### src/hw/rtl/shs_pkg.sv
// Shared types and constants for the SHA-256 stream hasher
`default_nettype none
package shs_pkg;

   localparam int unsigned QueueDepthDef = 4;

   localparam logic [7:0] PadByte  = 8'h80;
   localparam logic [5:0] LenStart = 6'd56;

   typedef struct packed {
      logic [7:0] msg_byte;
      logic       byte_valid;
      logic       msg_last;
   } item_type;

   typedef enum logic [2:0] {
      ST_IDLE,
      ST_PAD,
      ST_ROUND,
      ST_FOLD,
      ST_OUT
   } core_state_type;

   localparam logic [31:0] InitHash [8] = '{
      32'h6a09e667, 32'hbb67ae85, 32'h3c6ef372, 32'ha54ff53a,
      32'h510e527f, 32'h9b05688c, 32'h1f83d9ab, 32'h5be0cd19
   };

   localparam logic [31:0] RoundK [64] = '{
      32'h428a2f98, 32'h71374491, 32'hb5c0fbcf, 32'he9b5dba5,
      32'h3956c25b, 32'h59f111f1, 32'h923f82a4, 32'hab1c5ed5,
      32'hd807aa98, 32'h12835b01, 32'h243185be, 32'h550c7dc3,
      32'h72be5d74, 32'h80deb1fe, 32'h9bdc06a7, 32'hc19bf174,
      32'he49b69c1, 32'hefbe4786, 32'h0fc19dc6, 32'h240ca1cc,
      32'h2de92c6f, 32'h4a7484aa, 32'h5cb0a9dc, 32'h76f988da,
      32'h983e5152, 32'ha831c66d, 32'hb00327c8, 32'hbf597fc7,
      32'hc6e00bf3, 32'hd5a79147, 32'h06ca6351, 32'h14292967,
      32'h27b70a85, 32'h2e1b2138, 32'h4d2c6dfc, 32'h53380d13,
      32'h650a7354, 32'h766a0abb, 32'h81c2c92e, 32'h92722c85,
      32'ha2bfe8a1, 32'ha81a664b, 32'hc24b8b70, 32'hc76c51a3,
      32'hd192e819, 32'hd6990624, 32'hf40e3585, 32'h106aa070,
      32'h19a4c116, 32'h1e376c08, 32'h2748774c, 32'h34b0bcb5,
      32'h391c0cb3, 32'h4ed8aa4a, 32'h5b9cca4f, 32'h682e6ff3,
      32'h748f82ee, 32'h78a5636f, 32'h84c87814, 32'h8cc70208,
      32'h90befffa, 32'ha4506ceb, 32'hbef9a3f7, 32'hc67178f2
   };

endpackage
`default_nettype wire

### src/hw/rtl/shs_front.sv
// Front end: takes requests, drops empty ones, queues the rest for the core
`default_nettype none
module shs_front #(
   parameter int unsigned Depth = shs_pkg::QueueDepthDef
) (
   input  wire logic              clock,
   input  wire logic              reset,
   input  wire logic              req_valid,
   output logic                   req_ready,
   input  wire logic [7:0]        req_msg_byte,
   input  wire logic              req_byte_valid,
   input  wire logic              req_msg_last,
   output logic                   fe_valid,
   output shs_pkg::item_type      fe_item,
   input  wire logic              fe_pop
);
   import shs_pkg::*;

   localparam int unsigned PtrW = (Depth > 1) ? $clog2(Depth) : 1;
   localparam int unsigned CntW = $clog2(Depth + 1);
   localparam logic [PtrW-1:0] PtrLast = PtrW'(Depth - 1);
   localparam logic [CntW-1:0] CntFull = CntW'(Depth);

   item_type        queue_ff [Depth];
   logic [PtrW-1:0] wr_ptr_ff, wr_ptr_in;
   logic [PtrW-1:0] rd_ptr_ff, rd_ptr_in;
   logic [CntW-1:0] count_ff, count_in;
   logic            push;

   assign req_ready = (count_ff != CntFull);
   // a request with neither a byte nor a close does nothing, so it is not queued
   assign push      = req_valid && req_ready && (req_byte_valid || req_msg_last);
   assign fe_valid  = (count_ff != '0);
   assign fe_item   = queue_ff[rd_ptr_ff];

   always_comb begin
      wr_ptr_in = wr_ptr_ff;
      rd_ptr_in = rd_ptr_ff;
      count_in  = count_ff;
      if (push) begin
         wr_ptr_in = (wr_ptr_ff == PtrLast) ? '0 : wr_ptr_ff + PtrW'(1);
      end
      if (fe_pop) begin
         rd_ptr_in = (rd_ptr_ff == PtrLast) ? '0 : rd_ptr_ff + PtrW'(1);
      end
      if (push && !fe_pop) begin
         count_in = count_ff + CntW'(1);
      end else if (!push && fe_pop) begin
         count_in = count_ff - CntW'(1);
      end
   end

   always_ff @(posedge clock) begin
      if (reset) begin
         wr_ptr_ff <= '0;
         rd_ptr_ff <= '0;
         count_ff  <= '0;
      end else begin
         wr_ptr_ff <= wr_ptr_in;
         rd_ptr_ff <= rd_ptr_in;
         count_ff  <= count_in;
      end
   end

   always_ff @(posedge clock) begin
      if (push) begin
         queue_ff[wr_ptr_ff] <= '{msg_byte: req_msg_byte, byte_valid: req_byte_valid,
                                  msg_last: req_msg_last};
      end
   end

endmodule
`default_nettype wire

### src/hw/rtl/shs_core.sv
// Back end: block gathering, padding, 64-round compression and digest output
`default_nettype none
module shs_core (
   input  wire logic              clock,
   input  wire logic              reset,
   input  wire logic              fe_valid,
   input  wire shs_pkg::item_type fe_item,
   output logic                   fe_pop,
   input  wire logic              rsp_ready,
   output logic                   rsp_valid,
   output logic [31:0]            rsp_digest_word,
   output logic [2:0]             rsp_word_index,
   output logic                   rsp_digest_last
);
   import shs_pkg::*;

   function automatic logic [31:0] rotr(input logic [31:0] x, input int unsigned n);
      rotr = (x >> n) | (x << (32 - n));
   endfunction

   core_state_type state_ff, state_in;

   logic [511:0] window_ff, window_in;   // block bytes, then message schedule
   logic [5:0]   fill_ff, fill_in;
   logic [63:0]  bits_ff, bits_in;
   logic [63:0]  len_ff, len_in;
   logic [5:0]   rnd_ff, rnd_in;
   logic [2:0]   widx_ff, widx_in;
   logic         last_pend_ff, last_pend_in;
   logic         sent80_ff, sent80_in;
   logic         final_ff, final_in;
   logic [31:0]  work_ff [8];
   logic [31:0]  work_in [8];
   logic [31:0]  chain_ff [8];
   logic [31:0]  chain_in [8];
   logic         rsp_valid_ff, rsp_valid_in;
   logic [31:0]  rsp_word_ff, rsp_word_in;
   logic [2:0]   rsp_idx_ff, rsp_idx_in;
   logic         rsp_last_ff, rsp_last_in;

   // control outputs
   logic         shift_en;
   logic [7:0]   shift_byte;
   logic         take_byte;
   logic         load_work;
   logic         round_en;
   logic         fold_en;
   logic         out_load;

   // round datapath
   logic [31:0] w0, w1, w9, w14, w_new;
   logic [31:0] s0, s1, big_a, big_e, pick, vote, t_one, t_two;

   // next state
   always_comb begin
      state_in = state_ff;
      unique case (state_ff)
         ST_IDLE: begin
            if (fe_valid) begin
               if (fe_item.byte_valid && fill_ff == 6'd63) begin
                  state_in = ST_ROUND;
               end else if (fe_item.msg_last) begin
                  state_in = ST_PAD;
               end
            end
         end
         ST_PAD: begin
            if (fill_ff == 6'd63) begin
               state_in = ST_ROUND;
            end
         end
         ST_ROUND: begin
            if (rnd_ff == 6'd63) begin
               state_in = ST_FOLD;
            end
         end
         ST_FOLD: begin
            if (sent80_ff) begin
               state_in = final_ff ? ST_OUT : ST_PAD;
            end else begin
               state_in = last_pend_ff ? ST_PAD : ST_IDLE;
            end
         end
         ST_OUT: begin
            if (out_load && widx_ff == 3'd7) begin
               state_in = ST_IDLE;
            end
         end
         default: state_in = ST_IDLE;
      endcase
   end

   // control outputs
   always_comb begin
      fe_pop     = 1'b0;
      take_byte  = 1'b0;
      shift_en   = 1'b0;
      shift_byte = '0;
      round_en   = 1'b0;
      fold_en    = 1'b0;
      out_load   = 1'b0;
      unique case (state_ff)
         ST_IDLE: begin
            fe_pop     = fe_valid;
            take_byte  = fe_valid && fe_item.byte_valid;
            shift_en   = take_byte;
            shift_byte = fe_item.msg_byte;
         end
         ST_PAD: begin
            shift_en = 1'b1;
            priority if (!sent80_ff) begin
               shift_byte = PadByte;
            end else if (final_ff && fill_ff >= LenStart) begin
               shift_byte = len_ff[63:56];
            end else begin
               shift_byte = '0;
            end
         end
         ST_ROUND: round_en = 1'b1;
         ST_FOLD:  fold_en  = 1'b1;
         ST_OUT:   out_load = !rsp_valid_ff || rsp_ready;
         default: begin
         end
      endcase
   end

   assign load_work = (state_ff != ST_ROUND) && (state_in == ST_ROUND);

   // one round of the compression
   assign w0  = window_ff[511:480];
   assign w1  = window_ff[479:448];
   assign w9  = window_ff[223:192];
   assign w14 = window_ff[63:32];
   assign s0  = rotr(w1, 7) ^ rotr(w1, 18) ^ (w1 >> 3);
   assign s1  = rotr(w14, 17) ^ rotr(w14, 19) ^ (w14 >> 10);
   assign w_new = s1 + w9 + s0 + w0;

   assign big_e = rotr(work_ff[4], 6) ^ rotr(work_ff[4], 11) ^ rotr(work_ff[4], 25);
   assign pick  = (work_ff[4] & work_ff[5]) ^ (~work_ff[4] & work_ff[6]);
   assign big_a = rotr(work_ff[0], 2) ^ rotr(work_ff[0], 13) ^ rotr(work_ff[0], 22);
   assign vote  = (work_ff[0] & work_ff[1]) ^ (work_ff[0] & work_ff[2])
                ^ (work_ff[1] & work_ff[2]);
   assign t_one = work_ff[7] + big_e + pick + RoundK[rnd_ff] + w0;
   assign t_two = big_a + vote;

   // datapath next values
   always_comb begin
      window_in    = window_ff;
      fill_in      = fill_ff;
      bits_in      = bits_ff;
      len_in       = len_ff;
      rnd_in       = rnd_ff;
      widx_in      = widx_ff;
      last_pend_in = last_pend_ff;
      sent80_in    = sent80_ff;
      final_in     = final_ff;
      work_in      = work_ff;
      chain_in     = chain_ff;
      rsp_valid_in = rsp_valid_ff && !rsp_ready;
      rsp_word_in  = rsp_word_ff;
      rsp_idx_in   = rsp_idx_ff;
      rsp_last_in  = rsp_last_ff;

      if (shift_en) begin
         window_in = {window_ff[503:0], shift_byte};
         fill_in   = fill_ff + 6'd1;
      end
      if (take_byte) begin
         bits_in = bits_ff + 64'd8;
         if (fill_ff == 6'd63) begin
            last_pend_in = fe_item.msg_last;
         end
      end
      if (state_ff == ST_PAD) begin
         if (!sent80_ff) begin
            sent80_in = 1'b1;
            len_in    = bits_ff;
            if (fill_ff < LenStart) begin
               final_in = 1'b1;
            end
         end else if (final_ff && fill_ff >= LenStart) begin
            len_in = {len_ff[55:0], 8'h00};
         end
      end
      if (load_work) begin
         work_in = chain_ff;
         rnd_in  = '0;
      end
      if (round_en) begin
         window_in  = {window_ff[479:0], w_new};
         rnd_in     = rnd_ff + 6'd1;
         work_in[7] = work_ff[6];
         work_in[6] = work_ff[5];
         work_in[5] = work_ff[4];
         work_in[4] = work_ff[3] + t_one;
         work_in[3] = work_ff[2];
         work_in[2] = work_ff[1];
         work_in[1] = work_ff[0];
         work_in[0] = t_one + t_two;
      end
      if (fold_en) begin
         for (int i = 0; i < 8; i++) begin
            chain_in[i] = chain_ff[i] + work_ff[i];
         end
         last_pend_in = 1'b0;
         // an overflow pad block is followed by the block carrying the length
         if (sent80_ff) begin
            final_in = 1'b1;
         end
      end
      if (out_load) begin
         rsp_valid_in = 1'b1;
         rsp_word_in  = chain_ff[widx_ff];
         rsp_idx_in   = widx_ff;
         rsp_last_in  = (widx_ff == 3'd7);
         widx_in      = widx_ff + 3'd1;
         if (widx_ff == 3'd7) begin
            chain_in  = InitHash;
            bits_in   = '0;
            sent80_in = 1'b0;
            final_in  = 1'b0;
         end
      end
   end

   always_ff @(posedge clock) begin
      if (reset) begin
         state_ff     <= ST_IDLE;
         fill_ff      <= '0;
         bits_ff      <= '0;
         rnd_ff       <= '0;
         widx_ff      <= '0;
         last_pend_ff <= 1'b0;
         sent80_ff    <= 1'b0;
         final_ff     <= 1'b0;
         chain_ff     <= InitHash;
         rsp_valid_ff <= 1'b0;
      end else begin
         state_ff     <= state_in;
         fill_ff      <= fill_in;
         bits_ff      <= bits_in;
         rnd_ff       <= rnd_in;
         widx_ff      <= widx_in;
         last_pend_ff <= last_pend_in;
         sent80_ff    <= sent80_in;
         final_ff     <= final_in;
         chain_ff     <= chain_in;
         rsp_valid_ff <= rsp_valid_in;
      end
   end

   always_ff @(posedge clock) begin
      window_ff   <= window_in;
      len_ff      <= len_in;
      work_ff     <= work_in;
      rsp_word_ff <= rsp_word_in;
      rsp_idx_ff  <= rsp_idx_in;
      rsp_last_ff <= rsp_last_in;
   end

   assign rsp_valid       = rsp_valid_ff;
   assign rsp_digest_word = rsp_word_ff;
   assign rsp_word_index  = rsp_idx_ff;
   assign rsp_digest_last = rsp_last_ff;

endmodule
`default_nettype wire

### src/hw/rtl/sha256_stream_hasher_unit.sv
// A byte request is queued in the front end and absorbed by the core when the core is idle.
// Each full 64-byte block then holds the core for its 64 rounds and the chain add.
// The core takes no new bytes while its single round unit works on a block.
// Close: padding adds 9..72 bytes in one or two blocks, then 8 words go out, 1 a cycle while rsp_ready allows.
// Reset (synchronous, active high) empties the queue and returns chaining to the IV.
`default_nettype none
module sha256_stream_hasher_unit #(
   parameter int unsigned QueueDepth = shs_pkg::QueueDepthDef
) (
   input  wire logic        clock,
   input  wire logic        reset,
   input  wire logic        req_valid,
   output logic             req_ready,
   input  wire logic [7:0]  req_msg_byte,
   input  wire logic        req_byte_valid,
   input  wire logic        req_msg_last,
   output logic             rsp_valid,
   input  wire logic        rsp_ready,
   output logic [31:0]      rsp_digest_word,
   output logic [2:0]       rsp_word_index,
   output logic             rsp_digest_last
);
   import shs_pkg::*;

   logic     fe_valid;
   logic     fe_pop;
   item_type fe_item;

   shs_front #(
      .Depth (QueueDepth)
   ) u_front (
      .clock          (clock),
      .reset          (reset),
      .req_valid      (req_valid),
      .req_ready      (req_ready),
      .req_msg_byte   (req_msg_byte),
      .req_byte_valid (req_byte_valid),
      .req_msg_last   (req_msg_last),
      .fe_valid       (fe_valid),
      .fe_item        (fe_item),
      .fe_pop         (fe_pop)
   );

   shs_core u_core (
      .clock           (clock),
      .reset           (reset),
      .fe_valid        (fe_valid),
      .fe_item         (fe_item),
      .fe_pop          (fe_pop),
      .rsp_ready       (rsp_ready),
      .rsp_valid       (rsp_valid),
      .rsp_digest_word (rsp_digest_word),
      .rsp_word_index  (rsp_word_index),
      .rsp_digest_last (rsp_digest_last)
   );

endmodule
`default_nettype wire

### config.mk
export PLATFORM = sky130hd
export DESIGN_NAME = sha256_stream_hasher_unit
export DESIGN_NICKNAME = d
export VERILOG_FILES = /design/src/hw/rtl/shs_pkg.sv /design/src/hw/rtl/shs_front.sv /design/src/hw/rtl/shs_core.sv /design/src/hw/rtl/sha256_stream_hasher_unit.sv
export SDC_FILE = /design/constraint.sdc
export NUM_CORES = 2
export LEC_CHECK = 0
export BUFFER_PORTS_ARGS = -buffer_cell sky130_fd_sc_hd__buf_2
export CAP_MARGIN = 10
export CORE_MARGIN = 10
export CORE_UTILIZATION = 60
export DETAILED_ROUTE_END_ITERATION = 7
export PLACE_DENSITY_LB_ADDON = 0.1
export SYNTH_ARGS = -nofsm -noshare
export SYNTH_HDL_FRONTEND = slang
export SYNTH_SLANG_ARGS = --single-unit
### constraint.sdc
create_clock -name clock -period 17 [get_ports clock]
set_input_delay 4.25 -clock clock [delete_from_list [all_inputs] [get_ports clock]]
set_output_delay 4.25 -clock clock [all_outputs]
set_load 0.1 [all_outputs]
# == After elaboration in Yosys (flattened, before gate mapping) ==
# Memories as Yosys holds them, arrays and structs flattened. A register that Yosys moved wholly into a read port is not among the register bits.
# Cells that the tools add are included.
# op_classes
addsub,26
magnitude_cmp,4
bitwise_logic,29
n_eq_ne,13
mux,57
n_reduce_logical,24
# ops
cell,n
$mux 256,5
$mux 512,2
$add 32x32->32,18
$mux 64,5
$xor 32x32->32,9
$and 32x32->32,5
$mux 32,4
$bmux 32 s3,1
$add 64x4->64 const B,1
$not 32->32,1
$or 10x32->32,1
$or 13x32->32,1
$or 14x32->32,1
$or 15x32->32,1
$or 19x32->32,1
$or 21x32->32,1
$or 25x32->32,1
$or 26x32->32,1
$or 30x32->32,1
$or 7x32->32,1
$xor 32x22->32,1
$xor 32x29->32,1
$mux 3,10
$mux 1,19
other kinds (32),61
# totals
n_memories,2
romBits,2048
regBits,1217
elab_cells,188
ram_bits,40
# memory_table
memory,words,word_bits,rd,rd_clocked_by_memory_dff,wr,line,text
(no name shown),64,32,1,0,0,shs_core.sv:143,assign t_one = work_ff[7] + big_e + pick + RoundK[rnd_ff] + w0;
u_front.queue_ff,4,10,1,1,1,shs_front.sv:24,item_type queue_ff [Depth];

# == Depth between registers and ports, before layout ==
# logic_depth
ltp_word,10
ltp_mapped,42
mapped_depth_nobuf,40

# == By module ==
# Synthesis repeated with hierarchy kept, for this count alone.
# unflattened
cells_unflattened,8594
area_unflattened_um2,79593.8
# by_module_without_submodules
mod,n_inst,cells_per_inst,seq_area_each_um2,area_each_um2
shs_core,1,8492,32761.4,77679.5
shs_front,1,102,1381.3,1914.3

# == Worst setup path after synthesis ==
# OpenSTA, ideal clock, no wires.
# synth_timing
path_kind,reg-to-reg
startpoint,register u_core.state_ff[0]
endpoint,register u_core.window_ff[0] (enable)
n_path_buf,5
path_stages_with_launch,8
setup_ps,3693
setup_slack_ps,3241
arrival_time_ps,10066
period_less_slack_ps,13759
path_cell_list,dfxtp_1 clkbuf_1 or3_1 buf_1 clkbuf_1 clkbuf_1 clkbuf_1 nand2_1
# synth_between
elab_chain_len,3
# synth_rtl
item,line,text
start: declaration,shs_core.sv:21,"core_state_type state_ff, state_in;"
start signal: assignment,shs_core.sv:239,state_ff <= state_in;
"$eq 3x1->1, or another cell as far along",shs_core.sv:102,unique case (state_ff)
$pmux 1 s2 / $mux 1 (equally long branches),shs_core.sv:102,
$reduce_bool 2->1 (no line) *,n/a,
end signal: assignment,shs_core.sv:253,window_ff <= window_in;
end: declaration,shs_core.sv:23,"logic [511:0] window_ff, window_in;"
# Mark *: on every way between the ends. The rest lies on a longest branch, timed or not.
# A chain may end at the register's enable or synchronous reset.

==> impl_metrics.tcl <==
set metrics [dict create \
    total_power_mw 18.8 \
    cts_resized 0 \
    synth_edf_count 905 \
    ys_warn_count 0 \
    drive_above_1_share 0.0635 \
    clk_latency_ns 0.79 \
    synth_ff_type "edfxtp_1" \
    p_per_area_nw_per_um2 219 \
    min_path_type "register to register" \
    area_growth_pct 7.38 \
    synth_cells 8717 \
    grt_max_degree 232 \
    max_cap_viol_count 0 \
    place.gp.congestion 1.00 \
    drt_pass1_iterations 8 \
    start_util 0.602 \
    met1_usage 0.489 \
    nNetsFinal 9113 \
    setup_viol 0 \
    htree_levels 4 \
    grt_pass1_wl_mm 374 \
    slew_violations 0 \
    fp.dieH_um 385 \
    hold_viol_final 0 \
    vdd_ir_drop_max_mv 0.390 \
    drc 0 \
    clk_path_buf_depth 3 \
    netlist_top_cells_count "nand2_1, edfxtp_1, a21oi_1, clkbuf_1, o21ai_0" \
    holdPathEnd "u_core.rsp_word_index[0]" \
    ys_seq_area_frac 0.426 \
    antenna_found_initial 11 \
    end_kind "register" \
    routedWlPerCell_um 24.0 \
    drtIter0Drc 8029 \
    holdPathStages 0 \
    crit_path_start_kind "register" \
    crit_path_top_delay_cell "o21ai_0" \
    outcome "complete, no violations" \
    cts_sinks 1253 \
    die-area_um2 149000 \
    busiest_layer "met1" \
    hpwl_mm 181 \
    maxSlewHeadroom 0.0852 \
    syn_nets 9332 \
    cp.arrival_ns 11.41 \
    finalSetupTns_ns 0 \
    use_met2 0.478 \
    synth_top_area_cell "edfxtp_1" \
    rsz0062_at_grt "false" \
    port_buffers 51 \
    critPathMaxStageDelay_ns 0.71 \
    num_rows 134 \
    totalWireLength_mm 249 \
    core_area_um2 133000 \
    overflow 0 \
    r2r_cells 38 \
    cts_hold_buf 0 \
    grt_usage 0.328 \
    synth.most_common_cell "nand2_1" \
    use_met3 0.0772 \
    hold_path_startpoint "u_core.widx_ff[0]" \
    ff2ff_setup_slack_ns 6.08 \
    die_w_um 385 \
    ys_types 90 \
    worst_pin_slew_ns 1.36 \
    grt_pass1_vias 59700 \
    viasPerCell 6.19 \
    fin_crit_sh 0.642 \
    path_clk_slew_ns 0.06 \
    vias 64300 \
    cts_tree "yes" \
    num_io_pins 52 \
    leakagePower_nw 36.6 \
    synth_area_leaders "edfxtp_1, nand2_1, dfxtp_1" \
    reg2reg_from "u_core.rnd_ff[0]" \
    period_needed_ns 10.92 \
    yosysTopAreaCellShare 0.339 \
    critPathKind "register to register" \
    avgSynthCellArea_um2 9.19 \
    async_reset_ff_frac 0 \
    cp_common_cell "inv_1" \
    path_max_fanout 36 \
    fmax_mhz 91.6 \
    cts_buffers 140 \
    post_cts_buffers 0 \
    r2r-end "u_core.work_ff[254]" \
    clock-root-buffer "clkbuf_16" \
    fillers 11000 \
    synth_seq_cells 1253 \
    netlist_area_um2 80100 \
    crit_required_ns 17.49 \
    fin_skew_ns 0.0418 \
    ant_nets 0 \
]
flip-flops by register name, summed over array words and instances, names as in the netlist, named ones only:
signal / flops
u_core.last_pend_ff: 1
u_front.count_ff: 3
u_core.work_ff: 256
u_core.widx_ff: 3
u_front.wr_ptr_ff: 2
u_core.rnd_ff: 6
u_core.sent80_ff: 1
u_core.fill_ff: 6
u_core.window_ff: 512
u_core.rsp_valid: 1
u_core.len_ff: 61
u_front.rd_ptr_ff: 2
u_core.rsp_digest_word: 32
u_core.bits_ff: 61
u_core.rsp_word_index: 3
u_core.final_ff: 1
u_core.chain_ff: 256
u_core.state_ff: 3
u_core.rsp_digest_last: 1
u_front.queue_ff: 40
layer usage:
metal | part of all wire | wire (um)
met2 | 0.42 | 106000
met3 | 0.10 | 26000
met1 | 0.44 | 110000
met5 | 0.00034 | 85
met4 | 0.029 | 7170
power by group:
part           switching [mW]  internal, mW  leakage (nW)
Sequential              0.721          4.47          11.5
Clock                    1.33          1.72          2.23
Combinational            6.40          4.20          22.8
Total                    8.44          10.4          36.6
layout make-up:
type | instances | area (um^2) | share of cell area
timing repair buffer | 134 | 903 | 0.0105
multi-input combinational | 6598 | 42800 | 0.497
sequential | 1253 | 34200 | 0.397
clock buffer | 198 | 3960 | 0.0460
inverter | 371 | 1400 | 0.0163
tap | 1768 | 2210 | 0.0257
clock inverter | 60 | 621 | 0.00721
antenna | 4 | 10.0 | 0.000116
critical path: cells and delay by family (launching register included):
| family | cells | cell delay, ns |
|---|---|---|
| AO/OA/AOI/OAI | 14 | 3.85 |
| XOR/XNOR | 1 | 0.20 |
| adder cells (fa/ha/maj) | 8 | 3.44 |
| buffers and inverters | 8 | 1.38 |
| flip-flops | 1 | 0.31 |
| AND/OR/NAND/NOR | 7 | 1.39 |
placed cells by master (no fill, tap or decap), types with 22 or more instances in the layout:
master	instances
buf_4	81
dfxtp_1	339
mux2_2	90
and3_1	40
nor2_1	338
mux2i_1	53
clkbuf_1	39
o211ai_1	114
a211oi_1	74
buf_2	51
o21ai_0	440
nand2b_1	59
xnor2_1	375
fa_1	196
o21a_1	73
and2_1	23
mux4_2	72
clkinv_1	22
a31oi_1	40
nand2_1	2542
o21bai_1	46
nor3_1	80
inv_1	367
nor2b_1	63
or3_1	55
xor2_1	219
a21oi_1	469
nand4_1	37
a21o_1	185
nand3_1	152
ha_1	405
clkbuf_16	144
edfxtp_1	905
o31ai_1	40
through the flow:
step	cells	hold WS [ns]	area [um^2]	setup WS (ns)	util
after global routing	10400	0.494	86000	5.68	0.646
after floorplan	8717	0.435	80100	3.24	-
after global placement	10100	0.466	81400	6.48	0.612
after detailed placement	10100	0.476	81400	6.40	0.612
after CTS	10400	0.486	86000	6.34	0.646
final	10400	0.481	86000	6.08	0.646
logic make-up (layout without fill, tap and decap cells):
group / after synthesis / count (layout) / share of synthesized area
compound gates: 1700 / 1700 / 0.133
xor+xnor: 596 / 596 / 0.0655
fa+ha+maj: 603 / 603 / 0.112
buf+inv: 866 / 763 / 0.0409
flops: 1253 / 1253 / 0.426
mux: 224 / 224 / 0.0425
other cells: 0 / 4 / 0
simple gates: 3475 / 3475 / 0.179
how the worst max path moves through the flow:
stage / slack, ns / cells after the start / from / endpoint
2_1_floorplan: 3.24 / 7 / u_core.state_ff[0] / u_core.window_ff[0]
3_3_place_gp: 6.48 / 38 / u_core.rnd_ff[0] / u_core.work_ff[254]
3_5_place_dp: 6.40 / 38 / u_core.rnd_ff[0] / u_core.work_ff[254]
4_1_cts: 6.34 / 38 / u_core.rnd_ff[0] / u_core.work_ff[254]
5_1_grt: 5.68 / 37 / u_core.rnd_ff[0] / u_core.work_ff[254]
6_report: 6.08 / 38 / u_core.rnd_ff[0] / u_core.work_ff[254]
Note: power is estimated with default switching activity, not from simulation.
